===== config.mk =====
export PLATFORM = sky130hd
export DESIGN_NAME = delay_slot_timer_bank
export DESIGN_NICKNAME = d
export VERILOG_FILES = /design/src/sv/dstb_pkg.sv /design/src/sv/dstb_mem.sv /design/src/sv/dstb_update.sv /design/src/sv/delay_slot_timer_bank.sv
export SDC_FILE = /design/constraint.sdc
export NUM_CORES = 2
export LEC_CHECK = 0
export BUFFER_PORTS_ARGS = -buffer_cell sky130_fd_sc_hd__buf_2
export CORE_UTILIZATION = 63
export CTS_BUF_LIST = sky130_fd_sc_hd__clkbuf_16
export DETAILED_ROUTE_END_ITERATION = 6
export PLACE_DENSITY = 0.79
export SLEW_MARGIN = 20
export SYNTH_ARGS = -nofsm -noshare
export SYNTH_HDL_FRONTEND = slang
export SYNTH_MEMORY_MAX_BITS = 65536
export SYNTH_SLANG_ARGS = --single-unit

===== constraint.sdc =====
create_clock -name aclk -period 16.1 [get_ports aclk]
set_clock_uncertainty 0.15 [all_clocks]
set_input_delay 4.025 -clock aclk [delete_from_list [all_inputs] [get_ports aclk]]
set_output_delay 4.025 -clock aclk [all_outputs]
set_load 0.02 [all_outputs]

===== src/sv/dstb_pkg.sv =====
// Shared types and codes for the delay slot timer bank.
`timescale 1ns / 1ps
`default_nettype none

package dstb_pkg;

    // Request function codes
    typedef enum logic [0:0] {
        FUNC_POLL  = 1'b0,
        FUNC_RESET = 1'b1
    } func_t;

    // Decoded request held while the slot entry is read back
    typedef struct packed {
        func_t func;
        logic  in_range;
    } req_t;

    // Update decision returned to the controller
    typedef struct packed {
        logic we;
        logic done;
    } upd_t;

endpackage

`default_nettype wire


===== src/sv/dstb_mem.sv =====
// Slot entry memory: one write port, one read port, registered read data.
`timescale 1ns / 1ps
`default_nettype none

module dstb_mem #(
    parameter int DEPTH  = 256,
    parameter int ADDR_W = 8,
    parameter int DATA_W = 17
) (
    input  wire logic              aclk,
    input  wire logic              we,
    input  wire logic [ADDR_W-1:0] waddr,
    input  wire logic [DATA_W-1:0] wdata,
    input  wire logic              re,
    input  wire logic [ADDR_W-1:0] raddr,
    output logic      [DATA_W-1:0] rdata
);

    logic [DATA_W-1:0] mem_reg [DEPTH];
    logic [DATA_W-1:0] rdata_reg;

    always_ff @(posedge aclk) begin
        if (we) begin
            mem_reg[waddr] <= wdata;
        end
    end

    always_ff @(posedge aclk) begin
        if (re) begin
            rdata_reg <= mem_reg[raddr];
        end
    end

    assign rdata = rdata_reg;

endmodule

`default_nettype wire


===== src/sv/dstb_update.sv =====
// Next-entry logic for one slot: arm, count down, expire or reset.
`timescale 1ns / 1ps
`default_nettype none

module dstb_update #(
    parameter int COUNT_BITS = 16
) (
    input  wire dstb_pkg::req_t        req,
    input  wire logic [COUNT_BITS-1:0] cycles,
    input  wire logic [COUNT_BITS:0]   rd_entry,
    output logic      [COUNT_BITS:0]   wr_entry,
    output dstb_pkg::upd_t             upd
);

    logic                  armed;
    logic [COUNT_BITS-1:0] rem;

    assign armed = rd_entry[COUNT_BITS];
    assign rem   = rd_entry[COUNT_BITS-1:0];

    always_comb begin
        wr_entry = rd_entry;
        upd.we   = req.in_range;
        upd.done = 1'b0;
        if (req.in_range) begin
            case (req.func)
                dstb_pkg::FUNC_RESET: begin
                    wr_entry = '0;
                end
                default: begin
                    if (!armed) begin
                        wr_entry = {1'b1, cycles};
                    end else if (rem != '0) begin
                        wr_entry = {1'b1, rem - COUNT_BITS'(1)};
                    end else begin
                        // expired: disarm, count stays at zero
                        wr_entry = {1'b0, rem};
                        upd.done = 1'b1;
                    end
                end
            endcase
        end
    end

endmodule

`default_nettype wire


===== src/sv/delay_slot_timer_bank.sv =====
// Top level of the delay slot timer bank: controller, slot memory and output register.
`timescale 1ns / 1ps
`default_nettype none

// A bank of SLOTS delay slots, each an armed flag and a COUNT_BITS down-counter,
// kept together in one synchronous memory word. A poll transaction on an idle
// slot arms it with s_cycles and answers 0; on an armed slot it counts down and
// answers 0, or, once the count is zero, disarms the slot and answers 1. A reset
// transaction disarms the slot and answers 0. Slot indices of SLOTS or more leave
// all state alone and answer 0. Every input transaction yields exactly one result.
// Each transaction first reads the slot entry (registered memory read), then
// computes the new entry and writes it back; the bank takes no new transaction
// until the last one is written back. Only one transaction is in the
// read-modify-write loop at a time, so back-to-back hits on the same slot always
// see the written-back entry. The result sits in an output register, so a new
// transaction is taken while an earlier result waits on m_ready; the write-back
// stalls only if a second result is ready before the first is taken.
// After reset a clearing pass writes every slot disarmed, one slot a cycle:
// s_ready stays low until the pass has written the last slot.
module delay_slot_timer_bank #(
    parameter int SLOTS      = 256,
    parameter int COUNT_BITS = 16
) (
    input  wire logic        aclk,
    input  wire logic        aresetn,
    // request channel
    input  wire logic        s_valid,
    output logic             s_ready,
    input  wire logic        s_func,
    input  wire logic [7:0]  s_slot,
    input  wire logic [15:0] s_cycles,
    // result channel
    output logic             m_valid,
    input  wire logic        m_ready,
    output logic             m_done_res
);

    localparam int IDX_W   = $clog2(SLOTS);
    localparam int ENTRY_W = COUNT_BITS + 1;
    localparam logic [IDX_W-1:0] LAST_SLOT = IDX_W'(SLOTS - 1);

    typedef enum logic [1:0] {
        S_CLEAR,
        S_IDLE,
        S_EXEC
    } state_t;

    state_t            state_reg;
    logic [IDX_W-1:0]  clear_cnt_reg;
    logic              m_valid_reg;
    logic              m_done_res_reg;

    // request held across the read
    dstb_pkg::req_t          req_reg;
    logic [IDX_W-1:0]        addr_reg;
    logic [COUNT_BITS-1:0]   cycles_reg;

    logic [31:0]             slot_ext;
    logic [31:0]             cycles_ext;
    logic                    in_range;
    logic                    accept;
    logic                    exec_fire;

    logic                    mem_we;
    logic [IDX_W-1:0]        mem_waddr;
    logic [ENTRY_W-1:0]      mem_wdata;
    logic [ENTRY_W-1:0]      mem_rdata;
    logic [ENTRY_W-1:0]      upd_entry;
    dstb_pkg::upd_t          upd;

    // widen the fixed-width ports so any SLOTS / COUNT_BITS fits
    assign slot_ext   = 32'(s_slot);
    assign cycles_ext = 32'(s_cycles);
    assign in_range   = slot_ext < 32'(SLOTS);

    assign s_ready    = (state_reg == S_IDLE);
    assign accept     = s_valid && s_ready;
    // write-back needs room in the output register
    assign exec_fire  = (state_reg == S_EXEC) && (!m_valid_reg || m_ready);

    assign m_valid    = m_valid_reg;
    assign m_done_res = m_done_res_reg;

    // clearing pass owns the write port until it finishes
    always_comb begin
        if (state_reg == S_CLEAR) begin
            mem_we    = 1'b1;
            mem_waddr = clear_cnt_reg;
            mem_wdata = '0;
        end else begin
            mem_we    = exec_fire && upd.we;
            mem_waddr = addr_reg;
            mem_wdata = upd_entry;
        end
    end

    dstb_mem #(
        .DEPTH  (SLOTS),
        .ADDR_W (IDX_W),
        .DATA_W (ENTRY_W)
    ) u_mem (
        .aclk  (aclk),
        .we    (mem_we),
        .waddr (mem_waddr),
        .wdata (mem_wdata),
        .re    (accept),
        .raddr (slot_ext[IDX_W-1:0]),
        .rdata (mem_rdata)
    );

    dstb_update #(
        .COUNT_BITS (COUNT_BITS)
    ) u_update (
        .req      (req_reg),
        .cycles   (cycles_reg),
        .rd_entry (mem_rdata),
        .wr_entry (upd_entry),
        .upd      (upd)
    );

    // request capture, no reset needed
    always_ff @(posedge aclk) begin
        if (accept) begin
            req_reg.func     <= dstb_pkg::func_t'(s_func);
            req_reg.in_range <= in_range;
            addr_reg         <= slot_ext[IDX_W-1:0];
            cycles_reg       <= cycles_ext[COUNT_BITS-1:0];
        end
    end

    // controller and result register
    always_ff @(posedge aclk) begin
        if (!aresetn) begin
            state_reg     <= S_CLEAR;
            clear_cnt_reg <= '0;
            m_valid_reg   <= 1'b0;
        end else begin
            // a new result replaces the one taken in the same cycle
            if (exec_fire) begin
                m_valid_reg    <= 1'b1;
                m_done_res_reg <= upd.done;
            end else if (m_ready) begin
                m_valid_reg <= 1'b0;
            end
            unique case (state_reg)
                S_CLEAR: begin
                    clear_cnt_reg <= clear_cnt_reg + IDX_W'(1);
                    if (clear_cnt_reg == LAST_SLOT) begin
                        state_reg <= S_IDLE;
                    end
                end
                S_IDLE: begin
                    if (accept) begin
                        state_reg <= S_EXEC;
                    end
                end
                S_EXEC: begin
                    if (exec_fire) begin
                        state_reg <= S_IDLE;
                    end
                end
                default: begin
                    state_reg <= S_IDLE;
                end
            endcase
        end
    end

    // an accepted transaction always moves on to the write-back cycle
    assert property (@(posedge aclk) disable iff (!aresetn)
        accept |=> (state_reg == S_EXEC))
        else $error("accepted transaction did not reach write-back");

    // a new result only appears out of a write-back cycle
    assert property (@(posedge aclk) disable iff (!aresetn)
        $rose(m_valid_reg) |-> $past(state_reg == S_EXEC))
        else $error("result raised without a write-back");

    // out-of-range slots never write the memory
    assert property (@(posedge aclk) disable iff (!aresetn)
        (state_reg == S_EXEC && !req_reg.in_range) |-> !mem_we)
        else $error("memory written for an out-of-range slot");

    // expiry is only ever reported for a poll
    assert property (@(posedge aclk) disable iff (!aresetn)
        (exec_fire && upd.done) |-> (req_reg.func == dstb_pkg::FUNC_POLL))
        else $error("done reported for a reset transaction");

    // write-back never overwrites a result still waiting on the output
    assert property (@(posedge aclk) disable iff (!aresetn)
        (m_valid_reg && !m_ready) |=> $stable(m_done_res_reg))
        else $error("pending result overwritten");

endmodule

`default_nettype wire

==> results_dict.tcl <==
set metrics [dict create \
    drv_cap 0 \
    antenna_found_initial 25 \
    status "finished, final reports clean" \
    rsz0062_at_grt "false" \
    hpwl_um 254800 \
    drive_gt1_frac 0.2277 \
    crit_arrival_ns 9.23 \
    worst_setup_path_start_kind "input port" \
    drc 0 \
    syn2layout_area_growth_pct 11.43 \
    grt.overflow.total 0 \
    internal-power_uw 18150 \
    cts.root.buffer_cell "clkbuf_16" \
    setup_viol 0 \
    slew_viol_final 0 \
    power_frac_seq 0.542 \
    synth_edf_count 4395 \
    post_cts_resized 0 \
    dieArea_um2 271300 \
    ir_drop_mv 0.1955 \
    synth_top_flop_cell "edfxtp_1" \
    rows 190 \
    wl_um 472600 \
    synth_cells 7937 \
    worstPathRequired_ns 16.59 \
    tns_ns 0 \
    start_util 0.6330 \
    cts_buffers 412 \
    io-pin-count 32 \
    p_clk_frac 0.420 \
    ctsHoldBuffers 0 \
    die_w_um 520.9 \
    pwr-share-comb 0.038 \
    path_class "input port to flip-flop" \
    final_util 0.7054 \
    p_sw_uw 4808 \
    io_buffers 31 \
    period_minus_slack_ns 8.741 \
    synth_nets 7969 \
    fmax_mhz 114.4 \
    pwr_density_cell_nw_per_um2 121.5 \
    endpoint_kind "flip-flop" \
    grt_use_total 0.3465 \
    final_cell_area_um2 189000 \
    grt_pass1_wl_um 657900 \
    gp_congestion 0.8897 \
    largest_reg_flops 4352 \
    nNetsFinal 8343 \
    post_cts_buffers 0 \
    postPlaceCellArea_um2 175500 \
    first_pass_iters 6 \
    drt-initial-drc-count 15144 \
    swShare 0.2094 \
    core_um2 267900 \
    postRouteAntennaNets 0 \
    synth.distinct_cells 62 \
    via_per_inst 7.420 \
    grt_pass1_vias 89092 \
    synthTopCellsByArea "edfxtp_1, mux4_2, mux2i_1" \
    clkSinkCount 4406 \
    synth.largest_area_cell "edfxtp_1" \
    maxSlewHeadroom 0.07974 \
    clk_latency_ns 0.94 \
    die_h_um 520.9 \
    max-clock-path-buffers 4 \
    grt_max_degree 257 \
    hp-class "flip-flop to flip-flop" \
    netlist.area_leader.share 0.7782 \
    worst_slew_pin_slew_ns 1.366 \
    synthTopCellsByCount "edfxtp_1, mux4_2, mux2i_1" \
    seq_area_frac_synth 0.7795 \
    clk_pin_slew_ns 0.06 \
    synth_warnings 0 \
    syn-mean-instance-area_um2 21.37 \
    yosysMostFrequentCell "edfxtp_1" \
    p_total_uw 22960 \
    ys_ff_latch 4406 \
    vias 90661 \
    wl_per_cell_um 38.68 \
    htree_num_levels 5 \
    ys_async_sr_fraction 0 \
    cts_tree "built" \
    synthesis.area_um2 169600 \
    post-route-period-util 0.5429 \
    finalHoldViolations 0 \
    critPathMaxFanout 99 \
    p_leak_uw 0.06554 \
]
power by group through the flow:
stage / logic [µW] / registers [µW] / clock network [µW]
floorplan: 556 / 12700 / 0
global route: 885 / 12400 / 10100
CTS: 845 / 12400 / 9650
detailed placement: 829 / 12700 / 0
finish: 869 / 12400 / 9650
global placement: 814 / 12700 / 0
final cells by class:
class	count	area (µm²)
multi-input combinational	3054	35440
timing repair buffer	430	3592
tap	3552	4444
sequential	4406	132200
clock buffer	417	10440
inverter	7	41.29
antenna	23	57.56
clock inverter	330	2773
fill	14566	78940
layer usage:
layer,vias to the layer above,part of all wire,GRT usage
met5,-,0.00027,0
met4,20,0.073,0.2187
met3,1530,0.13,0.08616
met2,8465,0.47,0.5354
met1,46236,0.32,0.4473
li1,34410,-,-
layout by cell type (no fill, tap or decap), types with 26 or more instances in the layout:
| cell | instances |
|---|---|
| a21oi_1 | 181 |
| a221oi_1 | 44 |
| a22o_1 | 37 |
| a22oi_1 | 50 |
| buf_2 | 26 |
| buf_4 | 369 |
| bufinv_16 | 43 |
| clkbuf_16 | 417 |
| clkinv_1 | 95 |
| clkinv_2 | 75 |
| clkinvlp_4 | 28 |
| edfxtp_1 | 4395 |
| inv_1 | 73 |
| mux2i_1 | 641 |
| mux4_2 | 841 |
| nand2_1 | 77 |
| nor2_1 | 254 |
| nor2_2 | 28 |
| nor3_1 | 105 |
| nor4_1 | 29 |
| o21ai_0 | 75 |
| o221ai_1 | 287 |
| o22ai_1 | 154 |
worst max-delay path, cell delays in order:
cell and delay (ns):
buf_12 0.59, buf_4 0.78, buf_12 0.69, mux4_2 0.61, a22o_1 0.25, a221oi_1 0.55
o22ai_1 0.34, nor3_1 0.98, nor4_1 0.18
cells by family after synthesis:
logic type / share of synthesized area
DFF: 0.7795
muxes: 0.1496
AOI/OAI and AO/OA: 0.03706
and+or+nand+nor: 0.01780
buffers and inverters: 0.01473
xor gates and xnor gates: 0.001084
adders and majority gates: 0.0002213
final timing paths:
path	start	endpoint	slack, ns	cells past startpoint
worst max-delay path	s_slot[0]	u_mem.rdata[11]	7.36	9
worst min-delay path	clear_cnt_reg[1]	clear_cnt_reg[1]	0.40	2
worst max register to register	u_mem.rdata[4]	u_mem.mem_reg[130][6]	10.49	9
worst min register to register	clear_cnt_reg[1]	clear_cnt_reg[1]	0.40	2
stage by stage:
step           instances  hold WS, ns  setup slack (ns)
6_report           12219       0.3974             7.359
3_3_place_gp       11436       0.3467             6.276
5_1_grt            12208       0.4272             7.112
4_1_cts            12189       0.3861             7.347
2_1_floorplan       7937       0.3314             4.987
3_5_place_dp       11442       0.3792             6.427
Power figures use the tool's default switching activity.
